File: src/sv/xtea_pkg.sv
package xtea_pkg;

  localparam int ROUNDS = 32;
  // two half-round cells per feistel cycle
  localparam int NCELLS = 2 * ROUNDS;

  localparam logic [31:0] DELTA = 32'h9E3779B9;
  localparam logic [63:0] DEC_SUM_WIDE = 64'(DELTA) * 64'(ROUNDS);
  localparam logic [31:0] DEC_SUM = DEC_SUM_WIDE[31:0];

  localparam logic OP_ENCRYPT = 1'b0;
  localparam logic OP_DECRYPT = 1'b1;

  localparam logic [1:0] REG_KEY0 = 2'd0;
  localparam logic [1:0] REG_KEY1 = 2'd1;
  localparam logic [1:0] REG_KEY2 = 2'd2;
  localparam logic [1:0] REG_KEY3 = 2'd3;

  localparam logic [31:0] KEY0_RST = 32'h00112233;
  localparam logic [31:0] KEY1_RST = 32'h44556677;
  localparam logic [31:0] KEY2_RST = 32'h8899AABB;
  localparam logic [31:0] KEY3_RST = 32'hCCDDEEFF;

  typedef logic [3:0][31:0] key_t;

  typedef struct packed {
    logic        valid;
    logic        op;
    logic [31:0] v0;
    logic [31:0] v1;
    logic [31:0] sum;
  } stage_t;

  function automatic logic [31:0] mix(input logic [31:0] v);
    mix = ((v << 4) ^ (v >> 5)) + v;
  endfunction

endpackage

File: src/sv/xtea_cell.sv
module xtea_cell
  import xtea_pkg::*;
(
  input  logic   clk,
  input  logic   rst,
  input  logic   en,
  input  logic   second,
  input  key_t   key,
  input  stage_t din,
  output stage_t dout
);

  logic        upd_lo;
  logic [31:0] src;
  logic [31:0] tgt;
  logic [1:0]  key_idx;
  logic [31:0] f;
  logic [31:0] res;
  stage_t      dout_next;

  // v0 is the half updated by the first half-round of encrypt and the second of decrypt
  assign upd_lo  = (din.op == second);
  assign src     = upd_lo ? din.v1 : din.v0;
  assign tgt     = upd_lo ? din.v0 : din.v1;
  assign key_idx = upd_lo ? din.sum[1:0] : din.sum[12:11];
  assign f       = mix(src) ^ (din.sum + key[key_idx]);
  assign res     = (din.op == OP_DECRYPT) ? (tgt - f) : (tgt + f);

  always_comb begin
    dout_next       = din;
    dout_next.valid = din.valid;
    if (upd_lo) begin
      dout_next.v0 = res;
    end else begin
      dout_next.v1 = res;
    end
    if (!second) begin
      dout_next.sum = (din.op == OP_DECRYPT) ? (din.sum - DELTA) : (din.sum + DELTA);
    end
  end

  always_ff @(posedge clk) begin
    if (rst) begin
      dout.valid <= 1'b0;
    end else if (en) begin
      dout.valid <= dout_next.valid;
    end
    if (en) begin
      dout.op  <= dout_next.op;
      dout.v0  <= dout_next.v0;
      dout.v1  <= dout_next.v1;
      dout.sum <= dout_next.sum;
    end
  end

endmodule

File: config.mk
export PLATFORM = sky130hd
export DESIGN_NAME = xtea_cell
export DESIGN_NICKNAME = d
export VERILOG_FILES = /design/src/sv/xtea_pkg.sv /design/src/sv/xtea_cell.sv
export SDC_FILE = /design/constraint.sdc
export NUM_CORES = 1
export LEC_CHECK = 0
export BUFFER_PORTS_ARGS = -buffer_cell sky130_fd_sc_hd__buf_2
export CORE_MARGIN = 5
export CORE_UTILIZATION = 56
export CTS_CLUSTER_SIZE = 40
export DETAILED_ROUTE_END_ITERATION = 10
export GPL_TIMING_DRIVEN = 1
export PLACE_DENSITY = 0.9
export SYNTH_ARGS = -nofsm -noshare
export SYNTH_HDL_FRONTEND = slang
export SYNTH_SLANG_ARGS = --single-unit
File: constraint.sdc
create_clock -name clk -period 8.9 [get_ports clk]
set_input_delay 0 -clock clk [delete_from_list [all_inputs] [get_ports clk]]
set_output_delay 0 -clock clk [all_outputs]
set_load 0.1 [all_outputs]
==> Word-level counts from Yosys, hierarchy flattened <==
Index checks and enable logic that the tools add are counted.
{ "totals": {"regBits": 98, "in_bits": 230, "output_inout_bits": 98, "wordCells": 25} }
{ "op_classes": {"add_sub_neg": 6, "magnitude_cmp": 1, "eq_ne": 1, "n_mux": 10, "bitwise": 2} }
{ "op_table": {"columns": ["cell", "n"], "rows": [
  ["32-bit two-way mux", 8],
  ["32-bit adder", 3],
  ["32-bit binary-select mux with 2-bit select", 1],
  ["32-bit adder, second input constant", 1],
  ["32-bit subtractor", 1],
  ["32-bit subtractor, second input constant", 1],
  ["32-bit by 27-bit bitwise XOR with 32-bit output", 1],
  ["32-bit bitwise XOR", 1],
  ["2-bit by 3-bit < comparator with 1-bit output, second input constant", 1],
  ["2-bit two-way mux", 1],
  ["1-bit equality test", 1]
]} }

==> Longest topological paths before layout <==
{ "depth": {"word_depth": 9, "ltp_mapped": 33, "mapped_depth_nobuf": 30} }

==> Least setup slack after synthesis <==
Ideal clock, no wire load.
{ "synth_timing": {"path_kind": "input port to flip-flop", "startpoint": "input port second", "endpoint": "register dout[63] (netlist name), data pin", "setup_time_ns": 0.286, "arrival_time_ns": 6.644, "t_required_ns": 8.614, "setup_slack_ns": 1.969, "cell_stages": 30, "n_path_buf": 2, "path_cell_list": "clkbuf_1 xor2_1 nor2_1 a21oi_1 clkbuf_1 mux4_2 ha_1 a21oi_1 a2111oi_4 nor2_2 o21ai_4 a31oi_2 xnor3_1 nand3_2 nor4_4 nand2_1 nor4_1 a21oi_1 xnor2_1 ha_1 a21oi_1 o21ai_0 a21o_1 a41o_1 and2_1 o21ai_0 o21ai_0 xnor2_1 xnor2_1 a31oi_1"} }
{ "synth_lines": {"columns": ["item", "line_no", "source"], "rows": [
  ["start, declared", "xtea_cell.sv:7", "input logic second,"],
  ["end, declared", "xtea_cell.sv:10", "output stage_t dout"]
]} }

==> results.yml <==
status:
  status: "finished, final reports clean"
worst_setup_path:
  reg2reg_depth: 3
  rrSetupSlack_ns: 7.73
  cp-start-kind: "input pin"
  worstPathMaxFanout: 98
  crit_type: "in2reg"
  crit_top_cell: "a21oi_1"
  cp_slowest_stage_delay_ns: 0.67
  end_kind: "flop"
  crit_required_ns: 8.97
  reg2reg_to: "dout[97]"
  crit_arrival_ns: 7.47
  cp_slowest_cell: "buf_4"
  rr_startpoint: "dout[97]"
yosys:
  synthCells: 1537
  ys_seq_area_frac: 0.2292
  synth_top_area_share: 0.2277
  synth_top_cell_by_area: "edfxtp_1"
  synthAdderAreaFrac: 0.1334
  yosys.area_share.simple: 0.1813
  synth_cell_types: 76
  synth_top_family_by_area: "compound AO/OA/AOI/OAI gates"
  synth_compound_gate_area_share: 0.2283
  synth_flop_cell: "edfxtp_1"
  synth_nets: 1901
  synth.area.top_cells: "edfxtp_1, ha_1, xnor2_1"
  synth-xor-area-share: 0.1373
  muxShareOfSynthArea: 0.06366
  synth-edff-count: 97
  synth_area_um2: 12790
  syn_area_per_cell_um2: 8.325
  ys_ff_latch: 98
  yosys_warnings: 0
  async_flop_share: 0
placement:
  post-dp-hpwl_um: 32000
  gp_congestion: 0.9281
  port-buffer-count: 327
  placed_cells: 2110
  placedInstanceArea_um2: 14730
grt:
  grt_util_all_layers: 0.3002
  first_global_vias: 13060
  overflow: 0
  grt_pass1_wl_um: 64470
  grt_antenna_before_repair: 1
  grt_max_degree: 99
clock_tree:
  h-tree-depth: 3
  post_cts_resized: 0
  cts.clk_slew.worst_paths_ns: 0.08
  holdBufCountCts: 80
  clk_latency_ns: 0.36
  root_buffer: "clkbuf_16"
  clkSinkCount: 98
  cts_buffers: 9
  cts_tree: "built"
  cts_buffer_depth: 2
  postCtsSetupBuffers: 0
worst_hold_path:
  min_path_cells: 3
  hp-class: "in2reg"
  holdCritStartpoint: "din[5]"
  min_to: "dout[5]"
detailed_routing:
  postRouteAntennaNets: 0
  dr.pass1.iters: 6
  drt-met1-wl_um: 17020
  wl_um: 40630
  wl_per_cell_um: 18.41
  viasPerCell: 5.976
  wl_met2_um: 19120
  top_layer: "met5"
  drc: 0
  met3_length_um: 3257
  vias: 13190
  drt_iter0_markers: 1016
cells_and_area:
  layout_commonest_cell: "buf_2"
  top_register: "dout"
  largest_reg_flops: 98
  final_area_um2: 15830
  final_cell_mix: "buf_2, nand2_1, o21ai_0, ha_1, xnor2_1"
  syn2layout_area_growth_pct: 23.68
  fill_cells: 1771
  top_regs: "dout (98)"
  nets: 2280
  drive_above_1_share: 0.2192
  final_cells: 2207
die:
  fp.dieW_um: 161.2
  std_cell_rows: 55
  die_h_um: 161.2
  io_pins: 328
  design.core.area_um2: 22570
  initial_core_util: 0.5669
  die_area_um2: 25970
sta:
  rsz0062_at_grt: "no"
  slew_headroom: 0.2753
  fin_crit_ns: 7.401
  final-max-slew-violation-count: 0
  skew_ns: 0
  hold_viol_final: 0
  worst_pin_slew_ns: 1.086
  fmax_mhz: 135.1
  setup_viol_count_final: 0
  finalSetupTns_ns: 0
  fin_crit_sh: 0.8316
pwr:
  power_density_nw_per_um2: 378.4
  peakVddDrop_v: 0.0003112
  leakage_nw: 7.244
flow_run:
  cap_viol_max_count: 0
==> report_power, final <==
part           switching [mW]  internal (mW)
clock network           0.205          0.204
logic                    3.28           1.48
registers              0.0429          0.780
==> per-layer routing <==
metal  vias to the layer above  global-route usage
met5                         -                   0
met1                      6071              0.3927
met3                        98             0.04185
li1                       6375                   -
met4                         2              0.1008
met2                       642              0.5140
==> cell families (layout without fill, tap and decap cells) <==
group / count (synthesis) / after routing
fa+ha+maj: 134 / 134
other cells: 0 / 1
xor+xnor: 199 / 199
buf+inv: 91 / 475
compound gates: 462 / 462
simple gates: 512 / 512
mux: 41 / 41
flops: 98 / 98
==> cells in the mapped netlist (20+ instances only) <==
master	count
xor2_1	70
mux4_2	32
edfxtp_1	97
xnor2_1	128
ha_1	130
nor3_1	20
a21oi_1	128
clkbuf_1	42
a21o_1	58
and2_1	21
nor2_1	83
nand2_1	275
inv_1	43
nand3_1	22
o21ai_0	130
==> how the worst max path moves through the flow <==
| stage | start | to | slack [ns] | cells after the start |
|---|---|---|---|---|
| CTS | second | dout[63] | 1.57 | 29 |
| detailed placement | second | dout[63] | 1.25 | 30 |
| finish | second | dout[63] | 1.50 | 31 |
| global route | second | dout[63] | 0.77 | 31 |
| global placement | second | dout[63] | 1.46 | 30 |
| floorplan | second | dout[63] | 1.97 | 30 |
==> critical path: cells and delay by family <==
family	cells	cell delay, ns
AO/OA/AOI/OAI	12	2.39
AND/OR/NAND/NOR	8	1.74
XOR/XNOR	5	1.32
adder cells (fa/ha/maj)	3	1.04
buffers and inverters	3	0.93
==> stage by stage <==
| stage | util | worst slack, ns | total power [mW] | hold slack [ns] |
|---|---|---|---|---|
| 2_1_floorplan | - | 1.969 | 4.611 | 0.07238 |
| 3_3_place_gp | 0.6524 | 1.460 | 5.348 | 0.1557 |
| 3_5_place_dp | 0.6524 | 1.247 | 5.464 | 0.1695 |
| 4_1_cts | 0.7010 | 1.569 | 5.928 | 0.00001638 |
| 5_1_grt | 0.7010 | 0.7742 | 6.389 | 0.02817 |
| 6_report | 0.7011 | 1.499 | 5.989 | 0.005004 |
==> area by class of cell <==
class	count	area, um2	area share
antenna	1	2.502	0.0001581
clock buffer	10	239.0	0.01510
clock inverter	6	57.56	0.003637
inverter	43	161.4	0.01020
multi-input combinational	1348	9568	0.6046
sequential	98	2933	0.1853
tap	285	356.6	0.02253
timing repair buffer	416	2507	0.1584
No activity file was read; power rests on OpenSTA's default activity.
