==> config.mk <==
export PLATFORM = sky130hd
export DESIGN_NAME = xtea_obuf_flat
export DESIGN_NICKNAME = d
export VERILOG_FILES = /design/src/sv/xtea_pkg.sv /design/src/sv/xtea_if.sv /design/src/sv/xtea_obuf.sv /design/src/flat_wrapper.sv
export SDC_FILE = /design/constraint.sdc
export NUM_CORES = 1
export LEC_CHECK = 0
export BUFFER_PORTS_ARGS = -buffer_cell sky130_fd_sc_hd__buf_2
export CAP_MARGIN = 5
export CORE_ASPECT_RATIO = 0.7
export CORE_MARGIN = 3
export CORE_UTILIZATION = 25
export CTS_CLUSTER_SIZE = 25
export DETAILED_ROUTE_END_ITERATION = 10
export PLACE_DENSITY = 0.56
export SYNTH_ARGS = -nofsm -noshare
export SYNTH_HDL_FRONTEND = slang
export SYNTH_SLANG_ARGS = --single-unit
export TNS_END_PERCENT = 50
==> constraint.sdc <==
create_clock -name clk -period 4.7 [get_ports clk]
set_clock_uncertainty 0.2 [all_clocks]
set_input_delay 0.705 -clock clk [delete_from_list [all_inputs] [get_ports clk]]
set_output_delay 0.705 -clock clk [all_outputs]
set_load 0.05 [all_outputs]
==> src/sv/xtea_pkg.sv <==
package xtea_pkg;

  localparam int ROUNDS = 32;
  // two half-round cells per feistel cycle
  localparam int NCELLS = 2 * ROUNDS;

  localparam logic [31:0] DELTA = 32'h9E3779B9;
  localparam logic [63:0] DEC_SUM_WIDE = 64'(DELTA) * 64'(ROUNDS);
  localparam logic [31:0] DEC_SUM = DEC_SUM_WIDE[31:0];

  localparam logic OP_ENCRYPT = 1'b0;
  localparam logic OP_DECRYPT = 1'b1;

  localparam logic [1:0] REG_KEY0 = 2'd0;
  localparam logic [1:0] REG_KEY1 = 2'd1;
  localparam logic [1:0] REG_KEY2 = 2'd2;
  localparam logic [1:0] REG_KEY3 = 2'd3;

  localparam logic [31:0] KEY0_RST = 32'h00112233;
  localparam logic [31:0] KEY1_RST = 32'h44556677;
  localparam logic [31:0] KEY2_RST = 32'h8899AABB;
  localparam logic [31:0] KEY3_RST = 32'hCCDDEEFF;

  typedef logic [3:0][31:0] key_t;

  typedef struct packed {
    logic        valid;
    logic        op;
    logic [31:0] v0;
    logic [31:0] v1;
    logic [31:0] sum;
  } stage_t;

  function automatic logic [31:0] mix(input logic [31:0] v);
    mix = ((v << 4) ^ (v >> 5)) + v;
  endfunction

endpackage

==> src/sv/xtea_if.sv <==


interface xtea_rsp_if;
  logic        valid;
  logic        ready;
  logic [31:0] result_lo;
  logic [31:0] result_hi;

  modport source (output valid, output result_lo, output result_hi, input ready);
  modport sink (input valid, input result_lo, input result_hi, output ready);
endinterface

==> src/sv/xtea_obuf.sv <==
module xtea_obuf
  import xtea_pkg::*;
(
  input  logic        clk,
  input  logic        rst,
  input  logic        push,
  input  logic [31:0] push_lo,
  input  logic [31:0] push_hi,
  output logic        space,
  xtea_rsp_if.source  rsp
);

  logic [31:0] lo [2];
  logic [31:0] hi [2];
  logic        wr_ptr;
  logic        rd_ptr;
  logic [1:0]  count;
  logic [1:0]  count_next;
  logic        pop;

  assign pop   = rsp.valid && rsp.ready;
  assign space = (count != 2'd2);

  assign rsp.valid     = (count != 2'd0);
  assign rsp.result_lo = lo[rd_ptr];
  assign rsp.result_hi = hi[rd_ptr];

  always_comb begin
    count_next = count;
    if (push && !pop) begin
      count_next = count + 2'd1;
    end else if (pop && !push) begin
      count_next = count - 2'd1;
    end
  end

  always_ff @(posedge clk) begin
    if (rst) begin
      wr_ptr <= 1'b0;
      rd_ptr <= 1'b0;
      count  <= 2'd0;
    end else begin
      count <= count_next;
      if (push) begin
        wr_ptr <= ~wr_ptr;
      end
      if (pop) begin
        rd_ptr <= ~rd_ptr;
      end
    end
  end

  always_ff @(posedge clk) begin
    if (push) begin
      lo[wr_ptr] <= push_lo;
      hi[wr_ptr] <= push_hi;
    end
  end

endmodule

==> src/flat_wrapper.sv <==
// flat-port wrapper written by rule: the top's interface ports become plain ports
module xtea_obuf_flat import xtea_pkg::*;
  (clk, rst, push, push_lo, push_hi, space, rsp_valid, rsp_result_lo, rsp_result_hi, rsp_ready);
  xtea_rsp_if rsp_i ();
  input  logic clk;
  input  logic rst;
  input  logic push;
  input  logic [31:0] push_lo;
  input  logic [31:0] push_hi;
  output logic space;
  output wire logic [$bits(rsp_i.valid)-1:0] rsp_valid;
  output wire logic [$bits(rsp_i.result_lo)-1:0] rsp_result_lo;
  output wire logic [$bits(rsp_i.result_hi)-1:0] rsp_result_hi;
  input wire logic [$bits(rsp_i.ready)-1:0] rsp_ready;
  assign rsp_valid = rsp_i.valid;
  assign rsp_result_lo = rsp_i.result_lo;
  assign rsp_result_hi = rsp_i.result_hi;
  assign rsp_i.ready = rsp_ready;
  xtea_obuf u_core (.clk(clk), .rst(rst), .push(push), .push_lo(push_lo), .push_hi(push_hi), .space(space), .rsp(rsp_i));
endmodule
### Word level (Yosys, flattened, before mapping)

Memories as Yosys holds them, arrays and structs flattened. A register that Yosys moved wholly into a read port is not among the register bits.
Cells that the tools add are included.

* register bits after elaboration: 4
* memory bits (writable): 128
* bits of input ports: 68
* output and inout bits: 66
* logic and storage cells: 25
* memories: 2

* add/subtract/negate cells: 2
* equality and inequality tests: 1
* mux-type cells: 8
* bitwise logic cells: 2
* reductions and logical operators: 7

Memory list
* u_core.hi: depth 2, bits a word 32, rd ports 1, clocked after Yosys merged registers in 1, wr ports 1, RTL line xtea_obuf.sv:14 `logic [31:0] hi [2];`
* u_core.lo: depth 2, bits a word 32, rd ports 1, clocked after Yosys merged registers in 1, wr ports 1, RTL line xtea_obuf.sv:13 `logic [31:0] lo [2];`

Operators with widths (count)
* $mux W1: 6
* $mux W2: 2
* $reduce_bool A2 Y1: 2
* $logic_and A1 B1 Y1: 3
* $add A2 B1 Y2 const B: 1
* $logic_not A1 Y1: 2
* $ne A2 B2 Y1 const B: 1
* $not A1 Y1: 2
* $sub A2 B1 Y2 const B: 1

### Depth between registers and ports, before layout

* depth after elaboration: 5
* gate-level depth with buffers: 5
* gate-level depth less buffers: 5

### Worst setup path after synthesis

No wires, ideal clock.

* path kind: input to register
* start point: in push
* end point: mem u_core.hi[0][0] (enable)
* library setup time: 494 ps
* data arrival time: 3519 ps
* required time: 4006 ps
* setup slack: 487 ps
* cell stages on the path: 1
* buffers on the path: 0
* path through: nor2b_1

* cells in the longest elaborated chain, start to end: 2

RTL lines
* from (decl): RTL line flat_wrapper.sv:7 `input logic push;`
* $mux W1: RTL line xtea_obuf.sv:54 `if (push) begin`
* $mux W1 (implied by the code): RTL line xtea_obuf.sv:56 `hi[wr_ptr] <= push_hi;`
* to (decl): RTL line xtea_obuf.sv:14

No other way between the ends.

==> results <==
- For the final routed database, the setup TNS stands at 0 ns.
- The clock tree synthesis step divided the H-tree into 4 levels.
- For this run, the leading register cell type out of synthesis is sky130_fd_sc_hd__edfxtp_1.
- The count of input and output buffers is between 100 and 150.
- The top-level I/O count is between 100 and 150.
- The minimum period implied by the final worst setup slack is roughly 2.9 ns.
- The most common cell in the synthesized netlist is sky130_fd_sc_hd__edfxtp_1.
- The highest ir drop seen on vdd is around 230 uV.
- The largest driver fanout on the critical path is 64.
- The final weighted congestion of routability-driven global placement is between 0.6 and 0.7.
- Synthesis inferred roughly 130 register bits.
- The number of enable flip-flop cells after synthesis is roughly 130.
- The instance count after placement with tap cells included is slightly above 600.
- The fraction of registers with async set/reset is 0%.
- Timing would allow up to ~0.34 GHz.
- The post-synthesis instance area is around 0.0048 mm2.
- The repair_antennas step left the layout with diodes totalling 0.
- The die outline height is around 120 um.
- The number of different library cells used by synthesis comes to 16.
- The worst setup path is captured at an output pin.
- The number of global-route vias before repair is about 2,700.
- In the final layout, the share of cells above drive strength 1 is between 60% and 70%.
- The worst hold path class is in2reg.
- Along the worst hold path, the cell count comes to 1.
- The clock reaches the later pin of the worst-skew pair after roughly 0.4 ns.
- Prior to clock tree synthesis, the placed netlist has a worst setup slack of approximately 2.1 ns.
- The HPWL after detailed placement is 5.85 mm.
- The number of sinks on the clock net is 133.
- The largest buffer count on any clock path is 2.
- The global router's overall resource usage is under 10%.
- The area enclosed by the die boundary is between 0.02 and 0.025 mm2.
- The remaining global-route overflow is 0.
- After detailed routing, the wire length on met1 is 4.28 mm.
- After detailed routing, the number of remaining DRC violations is 0.
- After clock tree synthesis, the clock-pin slew on the worst setup and hold paths is roughly 0.06 ns.
- After the first detailed-routing iteration, the DRC count stood at 93.
- Summing over every cut layer, the via total after detailed routing is approximately 2,500.
- A synthesized cell averages ~22 um2.
- Once detail routing completed, the nets flagged for antenna violations numbered 0.
- After synthesis, the most frequently instantiated cells are sky130_fd_sc_hd__edfxtp_1 (128), sky130_fd_sc_hd__mux2_2 (64), sky130_fd_sc_hd__buf_6 (6).
- The worst path uses between 60% and 70% of the clock period.
- The part of the Yosys area used for sequential elements is a little over 80%.
- The tightest slew margin relative to the limit is about 38%.
- The number of max-cap violations is 0.
- The TritonCTS clock tree is built.
- The flow ran to the end, and the final reports show no timing, DRC or antenna violations.
- The first TritonRoute pass finished after 4 iterations.
- The layout has approximately 1,800 filler cells.
- The number of nets in the synthesized netlist is 290.
- The finished cells cover ~0.0064 mm2.
- After floorplanning, the core was sized to cover about 0.019 mm2.
- The chip width is 172 um.
- Summing all placed instances gives a cell area of 0.00578 mm2.
- By area the synthesized netlist is led by sky130_fd_sc_hd__edfxtp_1 (79%), sky130_fd_sc_hd__mux2_2 (15%), sky130_fd_sc_hd__dfxtp_1 (2.1%).
- The wire length of the first global-routing pass is roughly 14 mm.
- The post-synthesis cell type with the largest combined area is sky130_fd_sc_hd__edfxtp_1.
- The number of antenna violations at the first check in global routing was 1.
- During synthesis, Yosys emitted a total of 0 warnings.
- At the pin with the least slew margin, the transition time is between 0.9 and 1 ns.
- The total count of max-transition violations in the final report was 0.
- The type of the worst setup path is reg2out.
- The total power density per cell area is 613 mW/mm2.
- The clock buffer count from CTS is 17.
- The routed wire length is roughly 9.4 mm.
- The highest layer used for signal routing is met5.
- The post-synthesis instance total is ~220.
- The final hold violation count is 0.
- Setup violations remaining at the end of the flow were counted as 0.
- Setup repair after global routing left no endpoint under its margin.
- In this run the clock root is driven by a sky130_fd_sc_hd__clkbuf_16.
- The number of gates resized after CTS is 0.
- The final-stage net count is between 400 and 500.
- Detailed routing placed a total of 646 um of wire on met3.
- For the worst setup path, the data required time is between 3 and 4 ns.
- Summed over its instances, the top area cell type makes up 79.3% of the synthesized netlist area.
- The launching element type of the critical path is a flip-flop.
- The row count is 41.
- In the routed layout, each cell is associated on average with a via count of roughly 4.0.
- The path depth of the worst reg2reg path is 1.
- The detailed route wirelength on metal2 is around 4.3 mm.
- Once routing completed, OpenROAD measured the worst setup slack at between 1.5 and 2 ns.
- The total setup buffers inserted after CTS is 0.
- After detailed routing, the average wire length per cell comes to roughly 15 um.
- Leaving out filler cells and counting taps, the final layout contains between 600 and 700.
- The leakage power summed over all cells is 2.34 nW.
- The hold slack is about 0.28 ns.
- The effective utilization at floorplan is 26.2%.
- The layout-stage area growth over the synthesis result is 31.4%.
- The maximum number of pins on one net before global-route repair is 65.
- After clock tree synthesis, the flow added hold-fix buffers numbering 0.
- STA puts the critical path data arrival time at 2.03 ns.
sequential cells by signal, indices dropped and copies added (netlist names), named ones only:
| signal | cells |
|---|---|
| u_core.hi | 64 |
| u_core.wr_ptr | 1 |
| u_core.count | 2 |
| u_core.rd_ptr | 1 |
| u_core.lo | 64 |
critical path: stages (launching register included):
cell and delay, ns:
sky130_fd_sc_hd__dfxtp_4 0.94, sky130_fd_sc_hd__mux2_2 0.44, sky130_fd_sc_hd__buf_2 0.22
layout make-up:
cell class	count	area, um2	area share (%)
multi-input combinational	81	840	13.2
sequential	133	3950	62.0
clock buffer	17	425	6.68
timing repair buffer	134	673	10.6
tap	258	323	5.07
clock inverter	15	163	2.55
placed cells by master (no fill, tap or decap), types with 2 or more instances in the layout:
cell / count
sky130_fd_sc_hd__buf_2: 133
sky130_fd_sc_hd__edfxtp_1: 128
sky130_fd_sc_hd__mux2_2: 64
sky130_fd_sc_hd__clkbuf_16: 17
sky130_fd_sc_hd__nor2_1: 4
sky130_fd_sc_hd__clkinv_2: 4
sky130_fd_sc_hd__dfxtp_1: 4
sky130_fd_sc_hd__xor2_1: 3
sky130_fd_sc_hd__clkinv_1: 3
sky130_fd_sc_hd__bufinv_16: 3
sky130_fd_sc_hd__o21ai_0: 2
sky130_fd_sc_hd__clkinvlp_4: 2
sky130_fd_sc_hd__clkinv_4: 2
per-stage QoR:
step,util [%],power [W]
3_5_place_dp,31.2,0.00264
4_1_cts,34.4,0.00397
2_1_floorplan,-,0.00243
3_3_place_gp,31.2,0.00263
6_report,34.4,0.00391
5_1_grt,34.4,0.00408
kinds of logic (layout without fill, tap and decap cells):
kind of cell	count (synthesis)	count (layout)	share of synthesized area [%]
flip-flops	133	133	81.3
multiplexers	64	64	14.9
AND/OR/NAND/NOR	9	9	0.955
buffers and inverters	7	166	1.55
XOR/XNOR	4	4	0.723
AO/OA/AOI/OAI	3	3	0.310
adder cells (fa/ha/maj)	1	1	0.258
metal layers:
layer	global-route usage [%]	vias to the layer above
met4	3.59	2
met3	4.38	11
li1	-	1163
met2	13.5	87
met5	0	-
met1	11.1	1272
path summary, 6_finish.rpt:
check | endpoint | slack [ns] | startpoint
setup / recovery | rsp_result_lo[28] | 1.77 | flip-flop
setup reg to reg | u_core.lo[1][6] | 2.87 | u_core.wr_ptr
hold / removal | u_core.lo[0][19] | 0.28 | push_lo[19]
hold reg to reg | flip-flop | 0.31 | u_core.rd_ptr
report_power, final:
group | internal, W | total (W) | leakage (nW) | switching (W)
clock | 0.000827 | 0.00131 | 0.285 | 0.000483
sequential | 0.00140 | 0.00152 | 1.24 | 0.000117
combinational | 0.000332 | 0.00108 | 0.815 | 0.000751
Power figures use the tool's default switching activity.
